==> src/rtl/ghist_pkg.sv <==
// Types and constants of the gray-level histogram.
package ghist_pkg;

  localparam int unsigned NumBins      = 256;
  localparam int unsigned MaxPixels    = 1048576;
  localparam int unsigned CountW       = 21;
  localparam int unsigned ValueW       = 8;
  localparam logic [ValueW-1:0] MaxGrayReset = 8'hFF;

  typedef enum logic {
    OP_COUNT = 1'b0,
    OP_READ  = 1'b1
  } op_e;

  typedef enum logic [1:0] {
    ST_OK    = 2'd0,
    ST_RANGE = 2'd1,
    ST_SAT   = 2'd2
  } status_e;

  typedef enum logic {
    BK_IDLE = 1'b0,
    BK_EXEC = 1'b1
  } back_state_e;

  typedef struct packed {
    op_e               op;
    logic [ValueW-1:0] value;
  } in_t;

  typedef struct packed {
    logic [CountW-1:0] count;
    status_e           status;
  } out_t;

  typedef struct packed {
    op_e               op;
    logic              in_range;
    logic [ValueW-1:0] index;
  } cmd_t;

endpackage

==> src/rtl/ghist_front.sv <==
// Front end: max_gray register, input handshake and range classification.
module ghist_front import ghist_pkg::*; #(
  parameter int unsigned NUM_BINS = NumBins
) (
  input  logic              clk_i,
  input  logic              rst_ni,
  input  logic              cfg_we_i,
  input  logic [ValueW-1:0] cfg_wdata_i,
  input  logic              in_valid_i,
  output logic              in_ready_o,
  input  in_t               in_i,
  output logic              push_o,
  output cmd_t              cmd_o,
  input  logic              q_ready_i
);

  logic [ValueW-1:0] max_gray_q;

  always_ff @(posedge clk_i or negedge rst_ni) begin
    if (!rst_ni) begin
      max_gray_q <= MaxGrayReset;
    end else if (cfg_we_i) begin
      max_gray_q <= cfg_wdata_i;
    end
  end

  assign in_ready_o = q_ready_i;
  assign push_o     = in_valid_i && q_ready_i;

  always_comb begin
    cmd_o.op       = in_i.op;
    cmd_o.index    = in_i.value;
    cmd_o.in_range = (in_i.value <= max_gray_q) &&
                     ({1'b0, in_i.value} < (ValueW+1)'(NUM_BINS));
  end

endmodule

==> config.mk <==
export PLATFORM = sky130hd
export DESIGN_NAME = ghist_front
export DESIGN_NICKNAME = d
export VERILOG_FILES = /design/src/rtl/ghist_pkg.sv /design/src/rtl/ghist_front.sv
export SDC_FILE = /design/constraint.sdc
export NUM_CORES = 1
export LEC_CHECK = 0
export BUFFER_PORTS_ARGS = -buffer_cell sky130_fd_sc_hd__buf_2
export CAP_MARGIN = 20
export CORE_ASPECT_RATIO = 0.75
export CORE_UTILIZATION = 30
export DETAILED_ROUTE_END_ITERATION = 10
export SKIP_LAST_GASP = 1
export SYNTH_ARGS = -nofsm -noshare
export SYNTH_HDL_FRONTEND = slang
export SYNTH_SLANG_ARGS = --single-unit
==> constraint.sdc <==
create_clock -name clk_i -period 3.9 [get_ports clk_i]
set_input_delay 0.78 -clock clk_i [delete_from_list [all_inputs] [get_ports clk_i]]
set_output_delay 0.78 -clock clk_i [all_outputs]
set_load 0.02 [all_outputs]
After elaboration in Yosys (flattened, before gate mapping)
Index checks and enable logic that the tools add are counted.
{"block": "classes", "order_cmp": 1, "reduce_logical": 1}
{"cell": "8-bit <= comparator", "count": 1}
{"cell": "1-bit logical AND", "count": 1}
{"block": "totals", "ff_bits": 8, "inputBits": 22, "output_inout_bits": 12, "word_cells": 3}

Longest topological paths before layout
{"block": "logic_depth", "ltp_word": 1, "ltp_mapped": 6, "depth_no_buf": 6}

Least setup slack after synthesis
No wires, ideal clock.
{"block": "synth_path", "kind": "input to output", "startpoint": "in in_i[1] (netlist bit)", "endpoint": "out cmd_o[8] (netlist bit)", "arrival_ps": 1598, "required_ps": 3120, "path_slack_ps": 1522, "stages": 5, "path_buffers": 0, "cell_sequence": "ha_1 -> nor2b_4 -> o211ai_2 -> a21oi_2 -> o22ai_2"}
{"item": "start, declared", "line_no": "ghist_front.sv:11", "text": "input in_t in_i,"}
{"item": "end, declared", "line_no": "ghist_front.sv:13", "text": "output cmd_t cmd_o,"}

==> impl_metrics.csv <==
group,metric,value,unit
clock_tree,cts_root_buffer,"clkbuf_4",
placement,dpl_cell_area,686,um^2
final_layout,layout-drive-gt1-share,55.3,%
drt,wirelength,1.05,mm
timing,slew_headroom,85.5,%
placement,place_congestion,0.692,
yosys,syn_area_per_cell,9.44,um^2
pwr,power.internal,161,uW
pwr,p_comb_share,29.7,%
timing,fin_worst_skew,0,ns
floorplan,die_w,53.0,um
drt,ant_nets,0,
yosys,synthCells,62,
final_layout,final_core_util,39.6,%
grt,grt_start_max_net_pins,16,
timing,maxSlewViolCount,0,
flow_run,drv_cap,0,
final_layout,top_register,"max_gray_q",
timing,tightest_slew,0.215,ns
pwr,p_per_area,325,nW/um^2
yosys,netlist_area,586,um^2
yosys,async_flop_share,100,%
clock_tree,cts_inserted_buffers,3,
yosys,synth_seq_area_share,35.9,%
final_layout,num-fill-cells,199,
timing,rsz0062_at_grt,"false",
worst_setup_path,crit_fanout,2,
drt,first_pass_iters,2,
yosys,synth_warnings,0,
pwr,peakVddDrop,0.171,mV
timing,fin_crit,2.56,ns
pwr,clock_power_share,27.6,%
yosys,ys_seq_elements,8,
pwr,leakage,0.372,nW
clock_tree,cts_setup_buffers,0,
drt,num_vias,465,
pwr,p_sw_share,30.0,%
clock_tree,cts_tree,"yes",
yosys,ys.flop_type,"dfstp_2",
final_layout,layout.nets,117,
grt,antenna_found_initial,0,
worst_setup_path,endpoint_kind,"output pin",
worst_setup_path,crit_required,3.12,ns
timing,hold_viol_final,0,
timing,finalSetupViolCount,0,
grt,grt-ovfl-total,0,
hold_path,hp-class,"reg -> reg",
grt,grt_pass1_wl,1.74,mm
clock_tree,cts.repair.resized,0,
timing,tns,0,ns
drt,route.detailed.drc,0,
clock_tree,clk_latency,0.25,ns
floorplan,core,1790,um^2
yosys,synth_edf_count,0,
final_layout,fin_area,708,um^2
worst_setup_path,cp.arrival,1.78,ns
placement,io_buffers,31,
final_layout,area_growth,20.9,%
drt,routedWlPerCell,9.79,um
final_layout,regArea,210,um^2
clock_tree,htreeDepth,1,
final_layout,largest_reg_flops,8,
timing,period_share,65.7,%
yosys,yosysUniqueCellTypes,14,
yosys,post-synth-top-count-cell,"buf_4",
final_layout,multi_input_area,263,um^2
pwr,total_power,230,uW
yosys,post-synth-top-area-fraction,35.9,%
final_layout,diodes,0,
grt,grt_usage,12.3,%
pwr,seqPwrFrac,42.8,%
grt,grt_pass1_vias,429,
worst_setup_path,worstSetupPathType,"in -> out",
worst_setup_path,cp-start-kind,"primary input",
yosys,synth_area_leader_cell,"dfstp_2",
clock_tree,cts_num_sinks,8,
floorplan,dieArea,2130,um^2
final_layout,top_regs,"max_gray_q: 8 flops",
clock_tree,hold_buffers,0,
yosys,yosys-top-cells-area,"dfstp_2 (36%), ha_1 (17%), buf_4 (14%), o21ai_0 (6.8%), inv_1 (5.1%)",
floorplan,start_util,32.7,%
clock_tree,clkTransAtPathRegs,0.06,ns
clock_tree,clockBufferDepth,2,
floorplan,die_h,40.3,um
floorplan,rows,13,
pwr,power_switching,69.0,uW
run_status,outcome,"finished, final reports clean",
drt,via_per_inst,4.35,
timing,fmax,390,MHz
yosys,syn-num-nets,92,
floorplan,io_pins,34,
drt,drt-initial-drc-count,2,
## cells in the final DEF (no fill, tap or decap)
master	netlist	routed
a21oi_1	3	3
nand2_1	8	8
nand4_1	2	2
dfstp_2	8	8
buf_2	0	31
inv_1	8	8
o21ai_0	8	8
ha_1	8	8
clkbuf_4	0	3
o22ai_2	1	1
a21oi_2	1	1
o211ai_2	1	1
and2_1	1	1
nor2b_4	1	1
mux2_2	1	1
## kinds of logic (layout without fill, tap and decap cells)
logic type	after synthesis	in the layout	synth area share (%)
AOI/OAI and AO/OA	14	14	15.2
adders and majority gates	8	8	17.1
buffers and inverters	19	42	19.2
DFF	8	8	35.9
muxes	1	1	1.92
and+or+nand+nor	12	12	10.7
## area by class of cell
type / instances / area share, %
Clock buffer: 3 / 3.18
Timing Repair Buffer: 31 / 21.9
Sequential cell: 8 / 29.7
Tap cell: 22 / 3.89
Inverter: 8 / 4.24
Multi-Input combinational cell: 35 / 37.1
## worst paths after layout
| path | from | end | slack, ns | cells past startpoint |
|---|---|---|---|---|
| worst max-delay path | in_i[1] | cmd_o[8] | 1.34 | 7 |
| worst min-delay path | max_gray_q[6]$_DFFE_PN1P_ | max_gray_q[6]$_DFFE_PN1P_ | 0.51 | 2 |
| worst max register to register | max_gray_q[4]$_DFFE_PN1P_ | max_gray_q[4]$_DFFE_PN1P_ | 3.04 | 2 |
| worst min register to register | max_gray_q[6]$_DFFE_PN1P_ | max_gray_q[6]$_DFFE_PN1P_ | 0.51 | 2 |
| max in group asynchronous | rst_ni | max_gray_q[2]$_DFFE_PN1P_ | 3.31 | 1 |
| min in group asynchronous | rst_ni | max_gray_q[7]$_DFFE_PN1P_ | 0.57 | 1 |
## through the flow
step | worst slack, ns | cells | hold slack, ns
2_1_floorplan | 1.52 | 62 | 0.475
3_3_place_gp | 1.36 | 104 | 0.498
3_5_place_dp | 1.33 | 104 | 0.502
4_1_cts | 1.33 | 107 | 0.513
5_1_grt | 1.27 | 107 | 0.542
6_report | 1.34 | 107 | 0.506
## power groups by stage
stage	Sequential, mW	Combinational, mW	Clock [mW]
floorplan	0.0988	0.0523	0
global placement	0.0993	0.0679	0
detailed placement	0.0999	0.0697	0
CTS	0.0987	0.0701	0.0646
global route	0.0993	0.0791	0.0699
finish	0.0985	0.0683	0.0635
## critical path: stages
cell and delay [ns]:
buf_2 0.10, ha_1 0.30, nor2b_4 0.13, o211ai_2 0.14, a21oi_2 0.07, o22ai_2 0.08, buf_2 0.18
## routing by layer
metal	track usage [%]	vias to the layer above	routed length [um]
met2	20.3	19	456
met5	0	-	0
met3	2.27	2	65
met1	15.0	201	516
met4	7.89	0	8
li1	-	243	-
Power figures use the tool's default switching activity.
