File: src/rtl/ghist_pkg.sv
// Types and constants of the gray-level histogram.
package ghist_pkg;

  localparam int unsigned NumBins      = 256;
  localparam int unsigned MaxPixels    = 1048576;
  localparam int unsigned CountW       = 21;
  localparam int unsigned ValueW       = 8;
  localparam logic [ValueW-1:0] MaxGrayReset = 8'hFF;

  typedef enum logic {
    OP_COUNT = 1'b0,
    OP_READ  = 1'b1
  } op_e;

  typedef enum logic [1:0] {
    ST_OK    = 2'd0,
    ST_RANGE = 2'd1,
    ST_SAT   = 2'd2
  } status_e;

  typedef enum logic {
    BK_IDLE = 1'b0,
    BK_EXEC = 1'b1
  } back_state_e;

  typedef struct packed {
    op_e               op;
    logic [ValueW-1:0] value;
  } in_t;

  typedef struct packed {
    logic [CountW-1:0] count;
    status_e           status;
  } out_t;

  typedef struct packed {
    op_e               op;
    logic              in_range;
    logic [ValueW-1:0] index;
  } cmd_t;

endpackage

File: src/rtl/ghist_fifo.sv
// Two-entry command queue between front and back end.
module ghist_fifo import ghist_pkg::*; (
  input  logic clk_i,
  input  logic rst_ni,
  input  logic push_i,
  input  cmd_t cmd_i,
  output logic ready_o,
  input  logic pop_i,
  output cmd_t cmd_o,
  output logic valid_o
);

  cmd_t       entry_q [2];
  logic       wr_ptr_q, wr_ptr_d;
  logic       rd_ptr_q, rd_ptr_d;
  logic [1:0] cnt_q, cnt_d;

  assign ready_o = (cnt_q != 2'd2);
  assign valid_o = (cnt_q != 2'd0);
  assign cmd_o   = entry_q[rd_ptr_q];

  always_comb begin
    wr_ptr_d = wr_ptr_q ^ push_i;
    rd_ptr_d = rd_ptr_q ^ pop_i;
    cnt_d    = cnt_q + 2'(push_i) - 2'(pop_i);
  end

  always_ff @(posedge clk_i) begin
    if (push_i) begin
      entry_q[wr_ptr_q] <= cmd_i;
    end
  end

  always_ff @(posedge clk_i or negedge rst_ni) begin
    if (!rst_ni) begin
      wr_ptr_q <= 1'b0;
      rd_ptr_q <= 1'b0;
      cnt_q    <= 2'd0;
    end else begin
      wr_ptr_q <= wr_ptr_d;
      rd_ptr_q <= rd_ptr_d;
      cnt_q    <= cnt_d;
    end
  end

endmodule

File: config.mk
export PLATFORM = sky130hd
export DESIGN_NAME = ghist_fifo
export DESIGN_NICKNAME = d
export VERILOG_FILES = /design/src/rtl/ghist_pkg.sv /design/src/rtl/ghist_fifo.sv
export SDC_FILE = /design/constraint.sdc
export NUM_CORES = 1
export LEC_CHECK = 0
export ABC_CLOCK_PERIOD_IN_PS = 1800
export CORE_MARGIN = 5
export CORE_UTILIZATION = 45
export DETAILED_ROUTE_END_ITERATION = 10
export DONT_BUFFER_PORTS = 1
export SYNTH_ARGS = -nofsm -noshare
export SYNTH_HDL_FRONTEND = slang
export SYNTH_SLANG_ARGS = --single-unit
File: constraint.sdc
create_clock -name clk_i -period 1.8 [get_ports clk_i]
set_clock_uncertainty 0.1 [all_clocks]
set_input_delay 0 -clock clk_i [delete_from_list [all_inputs] [get_ports clk_i]]
set_output_delay 0 -clock clk_i [all_outputs]
set_load 0.005 [all_outputs]
Yosys cells after proc, flatten, opt, wreduce, memory -nomap -nowiden --
Memories as Yosys holds them, arrays and structs flattened. Cells that the tools add are included.
Word-level totals: output and inout bits 12, memories 1, memory bits (writable) 20, bits in registers 4
Memories:
- entry_q | depth 2, bits a word 10, read ports 1, clocked after Yosys merged registers in 0, wr ports 1, line ghist_fifo.sv:13 | cmd_t entry_q [2];
Operators by class: bitwise operators 2, add/sub/neg operators 2, muxes and demuxes 2, reductions and logical operators 1, equal/unequal tests 1
Operators by type and width (number):
- $add 2x1->2 | 1
- $mux 1 | 2
- $ne 2x2->1 const B | 1
- $reduce_bool 2->1 | 1
- $sub 2x1->2 | 1
- $xor 1x1->1 | 2

Longest topological paths before layout --
Gate-level depths: netlist (run 1).
depth after elaboration 2, gate-level depth with buffers 5, gate-level depth less buffers 5

Worst setup path after synthesis (run 1) --
Ideal clock, no wire load.
kind flip-flop to flip-flop, from reg cnt_q[0], to reg cnt_q[1], arrival time 0.990 ns, path buffers 0, path slack 0.574 ns, stages on the path, launching flop included 6, setup time 0.135 ns, cell sequence dfrtp_1 > inv_1 > ha_1 > inv_1 > ha_1 > xor3_1
Between the ends: longest elaborated chain between the ends 2
Ends and longest elaborated chain:
- start: declaration | line ghist_fifo.sv:16 | logic [1:0] cnt_q, cnt_d;
- start signal: assignment | line ghist_fifo.sv:42 | cnt_q <= cnt_d;
- $add 2x1->2 | line ghist_fifo.sv:25 | cnt_d = cnt_q + 2'(push_i) - 2'(pop_i);
- $sub 2x1->2 | line ghist_fifo.sv:25
- named net cnt_d[1] | line ghist_fifo.sv:16
The timed path passes the listed nets, and every way through them passes these cells.

==> results of run 1 <==
[where the power goes]
group / switching [mW] / internal (mW)
combinational: 0.187 / 0.277
sequential: 0.0735 / 0.752
clock: 0.139 / 0.0808
total: 0.400 / 1.11
[worst max-delay path: cells and delay by family (launching register included)]
family	cells	cell delay [ns]
flops	1	0.54
mux	1	0.32
buf+inv	1	0.24
[placed cells by master (no fill, tap or decap), drive strengths merged]
master / Yosys / layout
buf: 1 / 1
clkbuf: 0 / 3
clkinv: 0 / 1
dfrtp: 4 / 4
dlygate4sd3: 0 / 14
edfxtp: 20 / 20
ha: 4 / 4
inv: 4 / 4
mux2: 10 / 10
nand2b: 1 / 1
or2: 1 / 1
xor2: 1 / 1
xor3: 1 / 1
[flip-flops by register name (all words and copies together) (netlist names)]
name and cells:
cnt_q 2, entry_q 20, rd_ptr_q 1, wr_ptr_q 1
[kinds of logic (layout without fill, tap and decap cells)]
logic type / after synthesis / after routing
xor+xnor: 2 / 2
fa+ha+maj: 4 / 4
buf+inv: 5 / 23
flops: 24 / 24
mux: 10 / 10
simple gates: 2 / 2
[layout make-up]
class | count | area [µm²]
Timing Repair Buffer | 15 | 147.6
Clock buffer | 3 | 22.52
Sequential cell | 24 | 700.7
Tap cell | 27 | 33.78
Fill cell | 162 | 837.1
Inverter | 4 | 15.01
Multi-Input combinational cell | 18 | 241.5
Clock inverter | 1 | 3.754
[repair_timing]
item	in CTS	in global routing
hold buffers	14	0
endpoints found under the hold margin	28	0
resized for setup	0	0
[metrics by stage]
stage / setup slack [ns] / util / cell area (µm²) / power [mW] / std cells
3_5_place_dp: 0.4562 / 0.4988 / 998.5 / 1.295 / 74
2_1_floorplan: 0.5744 / - / 968.4 / 1.214 / 47
4_1_cts: 0.2628 / 0.5819 / 1165 / 1.540 / 92
5_1_grt: 0.2164 / 0.5819 / 1165 / 1.591 / 92
6_report: 0.3042 / 0.5819 / 1165 / 1.510 / 92
3_3_place_gp: 0.5071 / 0.4988 / 998.5 / 1.260 / 74
[layer usage]
layer | vias up | track usage
met5 | - | 0
met4 | 0 | 0.04068
met3 | 0 | 0.02294
met2 | 10 | 0.1853
met1 | 213 | 0.07670
li1 | 209 | -
[final timing paths]
| check | cells after the start | from | slack (ns) | endpoint |
|---|---|---|---|---|
| max | 2 | rd_ptr_q | 0.30 | cmd_o[5] |
| min | 1 | push_i | 0.16 | entry_q[1][1] |
| max reg2reg | 2 | wr_ptr_q | 0.48 | entry_q[0][3] |
| min reg2reg | 1 | cnt_q[1] | 0.54 | cnt_q[1] |
| max in group asynchronous | 2 | rst_ni | 1.03 | cnt_q[1] |
| min in group asynchronous | 2 | rst_ni | 0.40 | cnt_q[0] |
==> results by stage, run 1 <==
Floorplanning:
- In this run the standard cell core region covers 2002 µm².
- Measured along the x axis, the die boundary spans 56.39 µm.
- The die covers 3180 µm².
- The vertical die dimension is 56.39 µm.
- The effective utilization at floorplan is 0.4838.
- The total number of placement rows is 16.
- Pin placement for this block handled 26 I/O pins.

GRT:
- The number of global-route vias before repair is 486.
- The total overflow left after global routing is 0.
- The first global-routing pass estimated 2083 µm of wire.
- The global-route usage over all layers is 0.08963.
- Entering global routing, the biggest net connects 14 pins.
- The number of antenna violations at the first check in global routing is 0.

Synthesis:
- The fraction of registers with async set or reset after synthesis is 0.1667.
- The post-synthesis average cell area is 20.60 µm².
- The synthesized design contains 24 register bits.
- The adder-cell share of the synthesized area is 0.05168.
- The number of distinct library cell variants in the gate-level netlist after synthesis is 11.
- The most frequently used flop master after synthesis is sky130_fd_sc_hd__edfxtp_1.
- The fraction of the yosys area taken by sequential cells is 0.7235.
- The count of flip-flops with a built-in enable after synthesis is 20.
- The warning count from the yosys run is 0.
- Yosys attributes the largest share of cell area to sky130_fd_sc_hd__edfxtp_1 (62%), sky130_fd_sc_hd__mux2_4 (14%), sky130_fd_sc_hd__dfrtp_1 (10%).
- The post-synthesis share of cell area spent on xor and xnor gates is 0.03359.
- Of the total synthesized cell area, the portion taken by AND, OR, NAND and NOR gates is 0.01292.
- In the synthesized netlist, the cells that appear most often are sky130_fd_sc_hd__edfxtp_1 (20), sky130_fd_sc_hd__mux2_4 (9), sky130_fd_sc_hd__dfrtp_1 (4), sky130_fd_sc_hd__ha_1 (4), sky130_fd_sc_hd__inv_1 (4).
- The cell area after synthesis is about 970 µm².
- The synthesized-area fraction occupied by ao, oa, aoi and oai cells is 0.
- The synthesized design spends more area on one cell type than any other, namely sky130_fd_sc_hd__edfxtp_1.
- The mux cell area share after synthesis is 0.1512.
- The area fraction of the dominant cell type after synthesis is 0.6202.
- The post-synthesis cell count is 47.
- After synthesis, the largest family of logic cells by area is multiplexers.
- Among all cell types in the netlist, the one instantiated most often is sky130_fd_sc_hd__edfxtp_1.
- The number of nets in the synthesized netlist is 65.

Detailed routing:
- The DRC marker count from the first detailed-route iteration is 5.
- The routed design has ~1400 µm of wire.
- Before antenna repair, the detailed router went through 3 iterations.
- The routed design uses 864 µm of met2 wire.
- The sum of routed wire segments on met1 is 457 µm.
- The average vias per placed instance is 4.696.
- The final routed DRC violation total is 0.
- The final antenna-violating net count is 0.
- Summing over every cut layer, the via total after detailed routing is 432.
- Dividing the detail-routed wire length by the instance count gives approximately 15 µm.
- Signal routing reaches up to met3.
- The met3 wirelength from detailed routing is 61 µm.

Timing:
- The smallest hold slack is 0.1634 ns.
- The headroom to the max-slew limit is 0.6933.
- The number of hold violations in the final report is 0.
- Setup violations remaining at the end of the flow were counted as 0.
- In the final timing run, aggregate negative setup slack is 0 ns.
- The number of pins exceeding their max-slew limit in the final report is 0.
- The final clock period utilization by the worst path is 0.8310.
- Setup repair after global routing left no endpoint under its margin.
- For the pin with the worst max-slew slack, the measured transition is 0.4600 ns.
- The achievable clock frequency is 668.5 MHz.
- The final critical delay including setup and external delays is 1.496 ns.

Power:
- For this design the ratio of total power to cell area is roughly 1300 nW/µm².
- The leakage power is 0.4674 nW.
- Across the VDD grid, the largest voltage drop is around 710 µV.

Critical path:
- The startpoint-to-endpoint class of the critical path is flop to output pin.
- The biggest fanout along the worst timing path is 6.
- The stage delay of the slowest cell on the critical path is 0.54 ns.
- The worst setup path is captured at an output pin.
- At the worst endpoint, the required time is 1.70 ns.
- The slowest stage of the critical path is the sky130_fd_sc_hd__dfrtp_1 cell.
- The data arrival time of the critical path is 1.40 ns.
- The worst setup path is launched from a flop.
- The critical path goes through buf_4, mux2_4.

Place:
- The number of buffer cells added on primary ports is 0.
- The congestion estimate from routability-driven global placement came to 0.7224.

Status:
- The flow ran to the end, and the final reports show no timing, DRC or antenna violations.

Final layout:
- The fraction of final layout cells sized beyond drive strength 1 is 0.2308.
- The number of antenna diodes in the final layout is 0.
- The number of nets in the finished design is 84.
- Compared with the post-synthesis result, the final layout area differs by 20.28%.

Clock network:
- The TritonCTS clock tree is yes.
- The number of clock sinks is 24.
- The root buffer selected by CTS is sky130_fd_sc_hd__clkbuf_4.
- The clock buffer count from CTS is 3.
- In this run the deepest clock path goes through 2 buffers.
- The clock latency of the later-clocked register in the worst-skew pair is 0.30 ns.
- The CTS H-tree depth is 1.
- The clock-pin transition on the worst setup and hold timing paths is 0.12 ns.
- The post-CTS repair timing setup buffer count is 0.

Min path:
- The min-delay analysis places its worst path in the category primary input to flop.

Run:
- The count of maximum capacitance violations is 0.
(Power assumes the default switching activity.)
==> run 2, diff against run 1 <==
--- a/config.mk
+++ b/config.mk
@@ -5,7 +5,7 @@
 export SDC_FILE = /design/constraint.sdc
 export NUM_CORES = 1
 export LEC_CHECK = 0
-export ABC_CLOCK_PERIOD_IN_PS = 1800
+export ABC_CLOCK_PERIOD_IN_PS = 1300
 export CORE_MARGIN = 5
 export CORE_UTILIZATION = 45
 export DETAILED_ROUTE_END_ITERATION = 10
==> constraint.sdc (replaced) <==
create_clock -name clk_i -period 1.3 [get_ports clk_i]
set_clock_uncertainty 0.1 [all_clocks]
set_input_delay 0 -clock clk_i [delete_from_list [all_inputs] [get_ports clk_i]]
set_output_delay 0 -clock clk_i [all_outputs]
set_load 0.005 [all_outputs]
==> run 2 against run 1 <==
Wire length is 11% higher. Power up 53%. Sequential share of layout area is 3.6 points lower. Hold slack lost 0.10 ns. Setup slack got worse by 0.29 ns. Non-clock buffer count rose by 5. Global-route usage rose by 0.35 points. Via count increased by 5.6%.
==> results by stage, run 2 (synthesized netlist as in run 1, its figures left out) <==
Timing:
- The number of hold violations in the final report is 0 (unchanged).
- The aggregate negative setup slack is 0 ns (unchanged).
- The number of pins exceeding their max-slew limit in the final report came to 0 (unchanged).
- Setup repair after global routing missed its margin: yes (was no).
- The number of endpoints failing setup at the final stage is 0 (unchanged).
- Static timing analysis puts the maximum clock frequency at 775.2 MHz.
- The smallest setup slack after layout is 0.01007 ns (was 0.3042 ns).
- The transition time of the tightest slew-check pin is 0.1834 ns (was 0.4600 ns).
- The headroom to the max-slew limit was 0.8773 (was 0.6933).
- The final clock period utilization by the worst path is 0.9923.
- For the finished layout, the period the worst path requires is about 1.3 ns.

Floorplanning:
- The die span in x is 56.39 µm (unchanged).
- The vertical die dimension came to 56.39 µm (unchanged).
- The die outline area is 3180 µm² (unchanged).
- The total number of placement rows is 16 (unchanged).
- The effective utilization at floorplan was 0.4838 (unchanged).
- The placeable core area is 2002 µm² (unchanged).
- The I/O pin count is 26 (unchanged).

Detailed routing:
- The count of TritonRoute iterations in the first routing pass is 1 (was 3).
- The final antenna-violating net count came to 0 (unchanged).
- The post-detailed-routing wire length is 1537 µm (was 1383 µm).
- The average vias per placed instance is 4.701 (was 4.696).
- The final routed DRC violation total is 0 (unchanged).
- The DRC marker count from the first detailed-route iteration is 0 (was 5).
- The mean routed wirelength per cell is 15.85 µm (was 15.03 µm).
- The routed via count was 456 (was 432).

Final layout:
- Top flop regs: entry_q (20), cnt_q (2) (unchanged).
- The post-layout instance count excluding filler cells is 97 (was 92).
- Top library cells by usage in the layout, fill and taps aside: sky130_fd_sc_hd__edfxtp_1 (20), sky130_fd_sc_hd__dlygate4sd3_1 (14), sky130_fd_sc_hd__mux2_4 (10), sky130_fd_sc_hd__dfrtp_1 (4), sky130_fd_sc_hd__buf_4 (4) (was sky130_fd_sc_hd__edfxtp_1 (20), sky130_fd_sc_hd__dlygate4sd3_1 (14), sky130_fd_sc_hd__mux2_4 (9)).
- The flip-flop count of the largest register, all copies and words added came to 20 (unchanged).
- The number of nets in the finished design is 89 (was 84).
- The final design utilization came to 0.6188 (was 0.5819).
- The fraction of final layout cells sized beyond drive strength 1 is 0.3571 (was 0.2308).
- The layout overhead on the synthesized area is 27.91% (was 20.28%).
- The most common cell after layout, fill and taps aside is sky130_fd_sc_hd__edfxtp_1 (unchanged).
- The final standard cell area without fillers is 1239 µm² (was 1165 µm²).
- The number of inserted diodes is 0 (unchanged).
- The register with the most flip-flops is entry_q (unchanged).

GRT:
- The wire length of the first global-routing pass is 2277 µm (was 2083 µm).
- The number of global-route vias before repair is 513 (was 486).
- The global-route met3 utilization came to 0.02294 (unchanged).
- The largest net degree at the start of global routing is 14 (unchanged).
- The most heavily used metal layer in global routing is met2 (unchanged).
- The met1 capacity usage during global routing was 0.08741 (was 0.07670).
- The number of antenna violations at the first check in global routing is 0 (unchanged).
- The global-route usage over all layers came to 0.09316 (was 0.08963).
- The met2 track demand over resource was 0.1953 (was 0.1853).
- The overall overflow remaining after global route is 0 (unchanged).

Clock network:
- The TritonCTS clock tree is yes (unchanged).
- The clock buffer count from CTS is 3 (unchanged).
- The deepest clock path buffer count is 2 (unchanged).
- The number of clock sinks is 24 (unchanged).
- The CTS H-tree depth is 1 (unchanged).
- The clock-pin transition on the worst setup and hold timing paths came to 0.12 ns (about the same).
- The clock latency of the later-clocked register in the worst-skew pair is 0.29 ns (was 0.30 ns).
- The root buffer selected by CTS is sky130_fd_sc_hd__clkbuf_4 (unchanged).

Critical path:
- The startpoint-to-endpoint class of the critical path is flop to flop (was flop to output pin).
- The type of element launching the critical path was a flop (unchanged).
- The required arrival time at the worst endpoint is 1.38 ns (was 1.70 ns).
- The biggest fanout along the worst timing path is 2 (was 6).
- The kind of end point of the critical path was a flop (was output pin).
- The data arrival time of the critical path is 1.37 ns (was 1.40 ns).

Power:
- The worst vdd rail ir drop is 1046 µV (was 714.2 µV).
- The leakage power was 0.5011 nW (was 0.4674 nW).
- The ratio of total power to cell area is 1869 nW/µm² (was 1296 nW/µm²).

Place:
- The number of buffer cells added on primary ports was 0 (unchanged).
- The cell count after placement is 78 (was 74).
- The placed standard-cell area came to 1028 µm² (was 998.5 µm²).
- The half-perimeter wire length after placement is 1127 µm.
- The final weighted congestion in routability-driven placement is 0.7388 (was 0.7224).
- The post-placement worst setup slack is 0.007240 ns (was 0.4562 ns).

Min path:
- The type of the most critical hold path is primary input to flop (unchanged).

Run:
- The count of maximum capacitance violations came to 0 (unchanged).

Status:
- Result of the run: completed (unchanged).
-- run 2: layout make-up --
type / count / area [µm²]
Fill cell: 159 / 763.2
Sequential cell: 24 / 700.7
Multi-Input combinational cell: 18 / 260.3
Timing Repair Buffer: 20 / 192.7
Clock buffer: 4 / 36.28
Tap cell: 27 / 33.78
Inverter: 4 / 15.01
-- run 2: worst max-delay path: stages (launching register included) --
cell and delay (ns):
sky130_fd_sc_hd__dfrtp_1 0.41, sky130_fd_sc_hd__inv_2 0.07, sky130_fd_sc_hd__ha_4 0.19, sky130_fd_sc_hd__inv_2 0.04, sky130_fd_sc_hd__ha_2 0.16, sky130_fd_sc_hd__xor3_1 0.20
-- run 2: power by group --
group          internal, mW  switching [mW]
Clock                 0.170           0.191
Combinational         0.494           0.341
Sequential             1.04          0.0790
-- run 2: what timing repair did --
item,in CTS,in global routing
endpoints found under the setup margin,2,5
hold buffers,14,0
endpoints found under the hold margin,28,0
resized for setup,1,6
buffers inserted,0,1
cloned,0,0
-- run 2: metrics by stage --
| stage | hold WS, ns | power (mW) |
|---|---|---|
| 2_1_floorplan | -0.3956 | 1.681 |
| 3_3_place_gp | -0.3955 | 1.796 |
| 3_5_place_dp | -0.3955 | 1.849 |
| 4_1_cts | 0.07588 | 2.252 |
| 5_1_grt | 0.07125 | 2.426 |
| 6_report | 0.05920 | 2.316 |
-- run 2: worst paths after layout --
check,startpoint,to,slack (ns),cells after the start
worst max-delay path,cnt_q[0],cnt_q[1],0.01,5
min in group asynchronous,rst_ni,cnt_q[1],0.41,2
worst min-delay path,push_i,entry_q[1][1],0.06,2
worst max register to register,cnt_q[0],cnt_q[1],0.01,5
max in group asynchronous,rst_ni,cnt_q[0],0.53,2
worst min register to register,rd_ptr_q,rd_ptr_q,0.52,2
-- run 2: routing by layer --
metal / vias to the layer above / part of all wire / wire length, µm
li1: 218 / - / -
met1: 224 / 0.32 / 499
met2: 12 / 0.62 / 950
met3: 2 / 0.041 / 63
met4: 0 / 0.015 / 23
met5: - / 0 / 0
